===== src/rtl/absc_pkg.sv =====
// absc_pkg: shared types, byte codes, position table and control-store ROM
// for the antenna beam select controller. No dependencies.
`default_nettype none

package absc_pkg;

  localparam int MAX_POS = 6;

  localparam logic [7:0] BYTE_TRIG   = 8'hFF;
  localparam logic [7:0] BYTE_SCAN   = 8'h4E;
  localparam logic [7:0] BYTE_SEL    = 8'h73;
  localparam logic [7:0] BYTE_SIG    = 8'h52;
  localparam logic [7:0] BYTE_QUAL   = 8'h4C;
  localparam logic [7:0] BYTE_REPORT = 8'h53;

  localparam logic [3:0] STATE_DEFAULT = 4'd5;

  typedef struct packed {
    logic       command;
    logic [7:0] data_byte;
  } item_t;

  typedef struct packed {
    logic [3:0] switch_state;
    logic       tx_valid;
    logic [7:0] tx_byte;
    logic       save_valid;
    logic       last;
  } result_t;

  typedef enum logic [2:0] {
    PH_WAIT_TRIG,
    PH_WAIT_CMD,
    PH_WAIT_SEL,
    PH_WAIT_R,
    PH_GET_SIG,
    PH_WAIT_L,
    PH_GET_QUAL
  } phase_t;

  typedef enum logic [2:0] {
    OP_NOP,
    OP_DECODE,
    OP_MM_INIT,
    OP_MM_STEP,
    OP_PICK_INIT,
    OP_PICK_STEP,
    OP_APPLY
  } op_t;

  typedef enum logic [1:0] {
    J_NONE,
    J_SCAN_END,
    J_IDX_MORE,
    J_PICK_MORE
  } cond_t;

  typedef enum logic [1:0] {
    TX_NONE,
    TX_REPORT,
    TX_STATE
  } tx_t;

  typedef enum logic [1:0] {
    SV_NONE,
    SV_FLAG,
    SV_ONE
  } sv_t;

  typedef struct packed {
    op_t        op;
    cond_t      cond;
    logic [3:0] target;
    logic       emit;
    tx_t        tx;
    sv_t        save;
    logic       last;
    logic       done;
  } ucw_t;

  localparam logic [3:0] STEP_DECODE  = 4'd0;
  localparam logic [3:0] STEP_PLAIN   = 4'd1;
  localparam logic [3:0] STEP_MM_INIT = 4'd2;
  localparam logic [3:0] STEP_MM      = 4'd3;
  localparam logic [3:0] STEP_PK_INIT = 4'd4;
  localparam logic [3:0] STEP_PK      = 4'd5;
  localparam logic [3:0] STEP_APPLY   = 4'd6;
  localparam logic [3:0] STEP_TX_S    = 4'd7;
  localparam logic [3:0] STEP_TX_ST   = 4'd8;

  function automatic logic [3:0] pos_state(input logic [2:0] pos);
    logic [3:0] s;
    case (pos)
      3'd0:    s = 4'd5;
      3'd1:    s = 4'd4;
      3'd2:    s = 4'd6;
      3'd3:    s = 4'd2;
      3'd4:    s = 4'd8;
      3'd5:    s = 4'd3;
      default: s = 4'd5;
    endcase
    return s;
  endfunction

  function automatic ucw_t ucode(input logic [3:0] step);
    ucw_t w;
    w = '{op: OP_NOP, cond: J_NONE, target: STEP_DECODE, emit: 1'b0, tx: TX_NONE,
          save: SV_NONE, last: 1'b0, done: 1'b0};
    unique case (step)
      STEP_DECODE: begin
        w.op     = OP_DECODE;
        w.cond   = J_SCAN_END;
        w.target = STEP_MM_INIT;
      end
      STEP_PLAIN: begin
        w.emit = 1'b1;
        w.save = SV_FLAG;
        w.last = 1'b1;
        w.done = 1'b1;
      end
      STEP_MM_INIT: w.op = OP_MM_INIT;
      STEP_MM: begin
        w.op     = OP_MM_STEP;
        w.cond   = J_IDX_MORE;
        w.target = STEP_MM;
      end
      STEP_PK_INIT: w.op = OP_PICK_INIT;
      STEP_PK: begin
        w.op     = OP_PICK_STEP;
        w.cond   = J_PICK_MORE;
        w.target = STEP_PK;
      end
      STEP_APPLY: w.op = OP_APPLY;
      STEP_TX_S: begin
        w.emit = 1'b1;
        w.tx   = TX_REPORT;
      end
      STEP_TX_ST: begin
        w.emit = 1'b1;
        w.tx   = TX_STATE;
        w.save = SV_ONE;
        w.last = 1'b1;
        w.done = 1'b1;
      end
      default: w.done = 1'b1;
    endcase
    return w;
  endfunction

endpackage

`default_nettype wire


===== src/rtl/antenna_beam_select_controller_top.sv =====
// antenna_beam_select_controller_top: microcoded controller for the antenna switch.
// Depends on absc_pkg (types, byte codes, position table, control-store ROM).
// Sequence: an ordinary word runs the decode step, then a step that emits its result;
// busy drops when that step ends, so a new word is taken only after the last is done. A scan-closing word runs the
// min/max and pick loops over SCAN_POSITIONS entries, applies the pick and emits two words.
// Sync reset: idle, waiting for trigger, scan position 0, switch state 5.
`default_nettype none

module antenna_beam_select_controller_top #(
  parameter int SCAN_POSITIONS = 6
) (
  input  wire                    clk,
  input  wire                    rst,
  input  wire                    start,
  output logic                   busy,
  input  absc_pkg::item_t        item,
  output logic                   strobe,
  output absc_pkg::result_t      result
);

  localparam int NPOS = (SCAN_POSITIONS < 1) ? 1 :
                        (SCAN_POSITIONS > absc_pkg::MAX_POS) ? absc_pkg::MAX_POS :
                        SCAN_POSITIONS;
  localparam logic [2:0] LAST_POS = 3'(NPOS - 1);

  logic              run;
  logic [3:0]        step;
  logic [3:0]        step_next;
  logic              cmd_q;
  logic [7:0]        byte_q;
  absc_pkg::phase_t  phase;
  logic [2:0]        scan_pos;
  logic [7:0]        sig_mem  [absc_pkg::MAX_POS];
  logic [7:0]        qual_mem [absc_pkg::MAX_POS];
  logic [7:0]        smin;
  logic [7:0]        qmax;
  logic [2:0]        idx;
  logic [2:0]        sel;
  logic              found;
  logic              save_flag;
  logic [3:0]        current_state;

  absc_pkg::ucw_t    uop;
  logic              accept;
  logic              take;
  logic              scan_end;
  logic [7:0]        rd_sig;
  logic [7:0]        rd_qual;
  logic              eq_sig;
  logic              hit;
  logic              byte_in_range;

  assign uop           = absc_pkg::ucode(step);
  assign accept        = start & ~run;
  assign busy          = run;
  assign rd_sig        = sig_mem[idx];
  assign rd_qual       = qual_mem[idx];
  assign eq_sig        = (rd_sig == smin);
  assign hit           = eq_sig & (rd_qual == qmax);
  assign scan_end      = ~cmd_q & (phase == absc_pkg::PH_GET_QUAL) & (scan_pos == LAST_POS);
  assign byte_in_range = (byte_q >= 8'd1) && (byte_q <= 8'd9);

  always_comb begin
    case (uop.cond)
      absc_pkg::J_SCAN_END:  take = scan_end;
      absc_pkg::J_IDX_MORE:  take = (idx != LAST_POS);
      absc_pkg::J_PICK_MORE: take = ~hit & (idx != LAST_POS);
      default:               take = 1'b0;
    endcase
    step_next = take ? uop.target : step + 4'd1;
  end

  always_ff @(posedge clk) begin
    if (rst) begin
      run           <= 1'b0;
      step          <= absc_pkg::STEP_DECODE;
      phase         <= absc_pkg::PH_WAIT_TRIG;
      scan_pos      <= 3'd0;
      current_state <= absc_pkg::STATE_DEFAULT;
      save_flag     <= 1'b0;
    end else if (accept) begin
      run    <= 1'b1;
      step   <= absc_pkg::STEP_DECODE;
      cmd_q  <= item.command;
      byte_q <= item.data_byte;
    end else if (run) begin
      step <= step_next;
      if (uop.done) begin
        run <= 1'b0;
      end
      case (uop.op)
        absc_pkg::OP_DECODE: begin
          save_flag <= ~cmd_q & (phase == absc_pkg::PH_WAIT_SEL) & byte_in_range;
          if (cmd_q) begin
            current_state <= byte_in_range ? byte_q[3:0] : absc_pkg::STATE_DEFAULT;
          end else begin
            case (phase)
              absc_pkg::PH_WAIT_CMD: begin
                if (byte_q == absc_pkg::BYTE_SCAN) begin
                  scan_pos      <= 3'd0;
                  current_state <= absc_pkg::pos_state(3'd0);
                  phase         <= absc_pkg::PH_WAIT_R;
                end else if (byte_q == absc_pkg::BYTE_SEL) begin
                  phase <= absc_pkg::PH_WAIT_SEL;
                end
              end
              absc_pkg::PH_WAIT_SEL: begin
                if (byte_in_range) begin
                  current_state <= byte_q[3:0];
                  phase         <= absc_pkg::PH_WAIT_TRIG;
                end
              end
              absc_pkg::PH_WAIT_R: begin
                if (byte_q == absc_pkg::BYTE_SIG) phase <= absc_pkg::PH_GET_SIG;
              end
              absc_pkg::PH_GET_SIG: begin
                sig_mem[scan_pos] <= byte_q;
                phase             <= absc_pkg::PH_WAIT_L;
              end
              absc_pkg::PH_WAIT_L: begin
                if (byte_q == absc_pkg::BYTE_QUAL) phase <= absc_pkg::PH_GET_QUAL;
              end
              absc_pkg::PH_GET_QUAL: begin
                qual_mem[scan_pos] <= byte_q;
                if (scan_pos != LAST_POS) begin
                  scan_pos      <= scan_pos + 3'd1;
                  current_state <= absc_pkg::pos_state(scan_pos + 3'd1);
                  phase         <= absc_pkg::PH_WAIT_R;
                end
              end
              default: begin
                phase <= (byte_q == absc_pkg::BYTE_TRIG) ? absc_pkg::PH_WAIT_CMD
                                                          : absc_pkg::PH_WAIT_TRIG;
              end
            endcase
          end
        end
        absc_pkg::OP_MM_INIT: begin
          idx  <= 3'd0;
          smin <= 8'hFF;
          qmax <= 8'h00;
        end
        absc_pkg::OP_MM_STEP: begin
          if (rd_sig < smin) smin <= rd_sig;
          if (rd_qual > qmax) qmax <= rd_qual;
          idx <= idx + 3'd1;
        end
        absc_pkg::OP_PICK_INIT: begin
          idx   <= 3'd0;
          found <= 1'b0;
        end
        absc_pkg::OP_PICK_STEP: begin
          if (eq_sig && (!found || hit)) sel <= idx;
          if (eq_sig) found <= 1'b1;
          idx <= idx + 3'd1;
        end
        absc_pkg::OP_APPLY: begin
          current_state <= absc_pkg::pos_state(sel);
          scan_pos      <= 3'd0;
          phase         <= absc_pkg::PH_WAIT_TRIG;
        end
        default: ;
      endcase
    end
  end

  always_comb begin
    strobe              = run & uop.emit;
    result.switch_state = current_state;
    result.last         = uop.last;
    case (uop.tx)
      absc_pkg::TX_REPORT: begin
        result.tx_valid = 1'b1;
        result.tx_byte  = absc_pkg::BYTE_REPORT;
      end
      absc_pkg::TX_STATE: begin
        result.tx_valid = 1'b1;
        result.tx_byte  = {4'd0, current_state};
      end
      default: begin
        result.tx_valid = 1'b0;
        result.tx_byte  = 8'd0;
      end
    endcase
    case (uop.save)
      absc_pkg::SV_FLAG: result.save_valid = save_flag;
      absc_pkg::SV_ONE:  result.save_valid = 1'b1;
      default:           result.save_valid = 1'b0;
    endcase
  end

endmodule

`default_nettype wire


===== config.mk =====
export PLATFORM = sky130hd
export DESIGN_NAME = antenna_beam_select_controller_top
export DESIGN_NICKNAME = d
export VERILOG_FILES = /design/src/rtl/absc_pkg.sv /design/src/rtl/antenna_beam_select_controller_top.sv
export SDC_FILE = /design/constraint.sdc
export NUM_CORES = 1
export LEC_CHECK = 0
export BUFFER_PORTS_ARGS = -buffer_cell sky130_fd_sc_hd__clkbuf_2
export CAP_MARGIN = 20
export CORE_ASPECT_RATIO = 0.7
export CORE_MARGIN = 3
export CORE_UTILIZATION = 60
export DETAILED_ROUTE_END_ITERATION = 6
export GPL_ROUTABILITY_DRIVEN = 0
export PLACE_DENSITY = 0.78
export SKIP_LAST_GASP = 1
export SLEW_MARGIN = 15
export SYNTH_ARGS = -nofsm -noshare
export SYNTH_HDL_FRONTEND = slang
export SYNTH_SLANG_ARGS = --single-unit

===== constraint.sdc =====
create_clock -name clk -period 5.78 [get_ports clk]
set_input_delay 1.734 -clock clk [delete_from_list [all_inputs] [get_ports clk]]
set_output_delay 1.734 -clock clk [all_outputs]
set_load 0.01 [all_outputs]

==> metrics.txt <==
status completed; Placement Setup Slack 1.71 ns; Die X 135 um; clock sinks approximately 150; mean post-synth cell area 12.9 um2; clock buffer count from CTS 17; # DRC 0; first-pass GRT wire length ~23 mm; HPWL Detailed between 10 and 15 mm; most frequent cells in the layout edfxtp_1, nor2_1, a21oi_1; r2r setup slk 2.09 ns; GRT busiest layer met1; Die ar. 13000 um2; register area 4230 um2; remaining antenna violation count after routing 0; Sw Pwr between 0.0004 and 0.0005 W; FMAX 0.250 GHz; Sw Share 20.6%; post-cts resize count 0; internal power between 0.0015 and 0.002 W; Hold Crit Depth 2; combinational fraction of design power 4.1%; max-slew violation count 0; Netlist cell types 63; CP Data Required Time 4.05 ns; initial core utilization 62.4%; Buffers on Ports 26; WHS Endpoint current_state[3]; synthesized flop and latch total 147; Rel. slew slack 34.1%; Slew @ Worst Pin 0.987 ns; static leakage 2.81 nW; fin area 7820 um2; vias per cell 6.21; vias in the first global route 4193; initial antenna violation count 0; worst path arrival time between 2 and 2.5 ns; Clock Latency Late Sink 0.42 ns; post-DR wirelength/cell 19.9 um; Startpoint Class register; number of hold buffers added after cts 0; non-filler cells in the finished layout approximately 740; Worst Hold Class register to register; Total Routing Usage GR about a quarter; TritonCTS clock tree done; final setup vio count 0; cell at the root of the clock tree clkbuf_16; P&R area growth vs syn 12.3%; Power Dens Cells 300 nW/um2; VDD IR max 0.222 mV; grt total ovfl 0; final hold viol count 0; Final period util between 60% and 70%; reg2reg end sel[2]; I/O Pins 29; EDFF count, synth roughly 130; warnings from Yosys 0; Crit Path Max Fanout 6; WS Path Type register to output pin; placed instance area slightly above 7000 um2; RSZ-0062 raised after global routing no; largest net degree at the start of global routing 33; clock buffer depth 2; dominant synthesized flop cell edfxtp_1; nets 615; Rows 32; setup tns final 0 ns; Post-synth ARST share 0%; Seq/Total Area, Yosys 60.6%; CTS H-tree depth 4; # placed instances between 700 and 800; layout cells sized above 1 16.1%; Max Clock Skew 0.0103 ns; HP Start current_state[3]; via count approximately 4600; Clock Pin Slew Worst Setup and Hold Paths 0.06 ns; Core ar. 11200 um2; initial drt markers 622; GRT met3 Usage between 6 and 7%; drt first pass iters 6; cells after synthesis 541; Post-CTS Setup Bufs 0; part of the power in registers 50.4%; minimum clock period 4.00 ns; Die Y 96.2 um; power share of the clock group 45.5%; Fill cells 748; multi-input combinational cell area roughly 2500 um2; most common cell after layout, fill and taps aside edfxtp_1; WL final 14.6 mm; setup ws final 1.78 ns; FF-to-FF path depth 9; Ant. Diodes 0; Max Cap Viol 0; cell area after synthesis around 7000 um2; Setup crit end kind output pin; met1 usage between 30% and 40%; GR Util met2 approximately 34%
[per-stage QoR]
| step | hold slack [ns] | utilization [%] | total power (W) |
|---|---|---|---|
| 3_3_place_gp | 0.469 | 64.6 | 0.00130 |
| 3_5_place_dp | 0.474 | 64.6 | 0.00130 |
| 6_report | 0.483 | 70.0 | 0.00235 |
| 2_1_floorplan | 0.454 | - | 0.00126 |
| 5_1_grt | 0.503 | 70.0 | 0.00242 |
| 4_1_cts | 0.484 | 69.9 | 0.00236 |
[critical path, stage by stage, from the launching register on]
cell      delay [ns]
dfxtp_1         0.36
inv_1           0.10
ha_1            0.26
nand2b_1        0.11
or2_2           0.33
inv_1           0.12
ha_1            0.22
a21oi_1         0.09
nor2_1          0.11
clkbuf_2        0.15
[flip-flops by register name, summed over array words and instances, names as in the netlist, 4 cells and up, named ones only]
register       flops
qual_mem          48
sig_mem           48
byte_q             8
qmax               8
smin               8
current_state      4
step               4
[power by group through the flow]
stage          Sequential (W)  Clock [W]  Combinational (W)
3_3_place_gp          0.00121          0          0.0000897
6_report              0.00119    0.00107          0.0000955
3_5_place_dp          0.00121          0          0.0000927
2_1_floorplan         0.00119          0          0.0000727
4_1_cts               0.00118    0.00108          0.0000937
5_1_grt               0.00119    0.00113           0.000106
[layer usage]
| layer | vias to the layer above | wire [um] |
|---|---|---|
| met5 | - | 0 |
| met4 | 0 | 189 |
| met3 | 28 | 1300 |
| met2 | 217 | 6530 |
| met1 | 2219 | 6600 |
| li1 | 2105 | - |
[how the worst max path moves through the flow]
| stage | from | end | slack, ns | cells past startpoint |
|---|---|---|---|---|
| 6_report | step[0] | result[3] | 1.78 | 9 |
| 5_1_grt | step[0] | result[3] | 1.66 | 9 |
| 4_1_cts | step[0] | result[3] | 1.80 | 9 |
| 3_5_place_dp | rst | qual_mem[0][0] | 1.71 | 5 |
| 3_3_place_gp | rst | sig_mem[0][3] | 1.99 | 5 |
| 2_1_floorplan | step[0] | result[2] | 2.51 | 7 |
[Yosys cell counts (3+ instances only)]
cell type / count / area [um2]
nor4_1: 5 / 31.3
nor2b_1: 9 / 56.3
a21o_1: 5 / 37.5
mux4_2: 16 / 360
and2_1: 10 / 62.6
a211oi_1: 3 / 22.5
a31oi_1: 8 / 50.1
inv_1: 32 / 120
nand4_1: 10 / 62.6
ha_1: 33 / 413
o21ai_0: 22 / 110
dfxtp_1: 19 / 380
and3_1: 3 / 18.8
nand3b_1: 3 / 22.5
nor3_1: 12 / 60.1
edfxtp_1: 128 / 3840
nand2b_1: 12 / 75.1
nor2_1: 53 / 199
clkbuf_1: 17 / 63.8
a21oi_1: 37 / 185
buf_4: 3 / 22.5
or2_2: 9 / 56.3
mux2i_1: 19 / 190
nand2_1: 19 / 71.3
nand3_1: 5 / 25.0
nor4b_1: 3 / 26.3
[cells by family after synthesis]
kind of cell | share of synthesized area, %
AO/OA/AOI/OAI | 9.21
other | 0.0538
AND/OR/NAND/NOR | 12.3
flip-flops | 60.6
XOR/XNOR | 0.503
adder cells (fa/ha/maj) | 5.93
multiplexers | 8.06
buffers and inverters | 3.27
[area by class of cell]
cell class	instances	area share, %
clock buffer	26	6.67
tap	153	2.45
sequential	147	54.0
timing repair buffer	32	2.14
inverter	32	1.54
multi-input combinational	340	32.3
clock inverter	6	0.864
No activity file was read; power rests on OpenSTA's default activity.
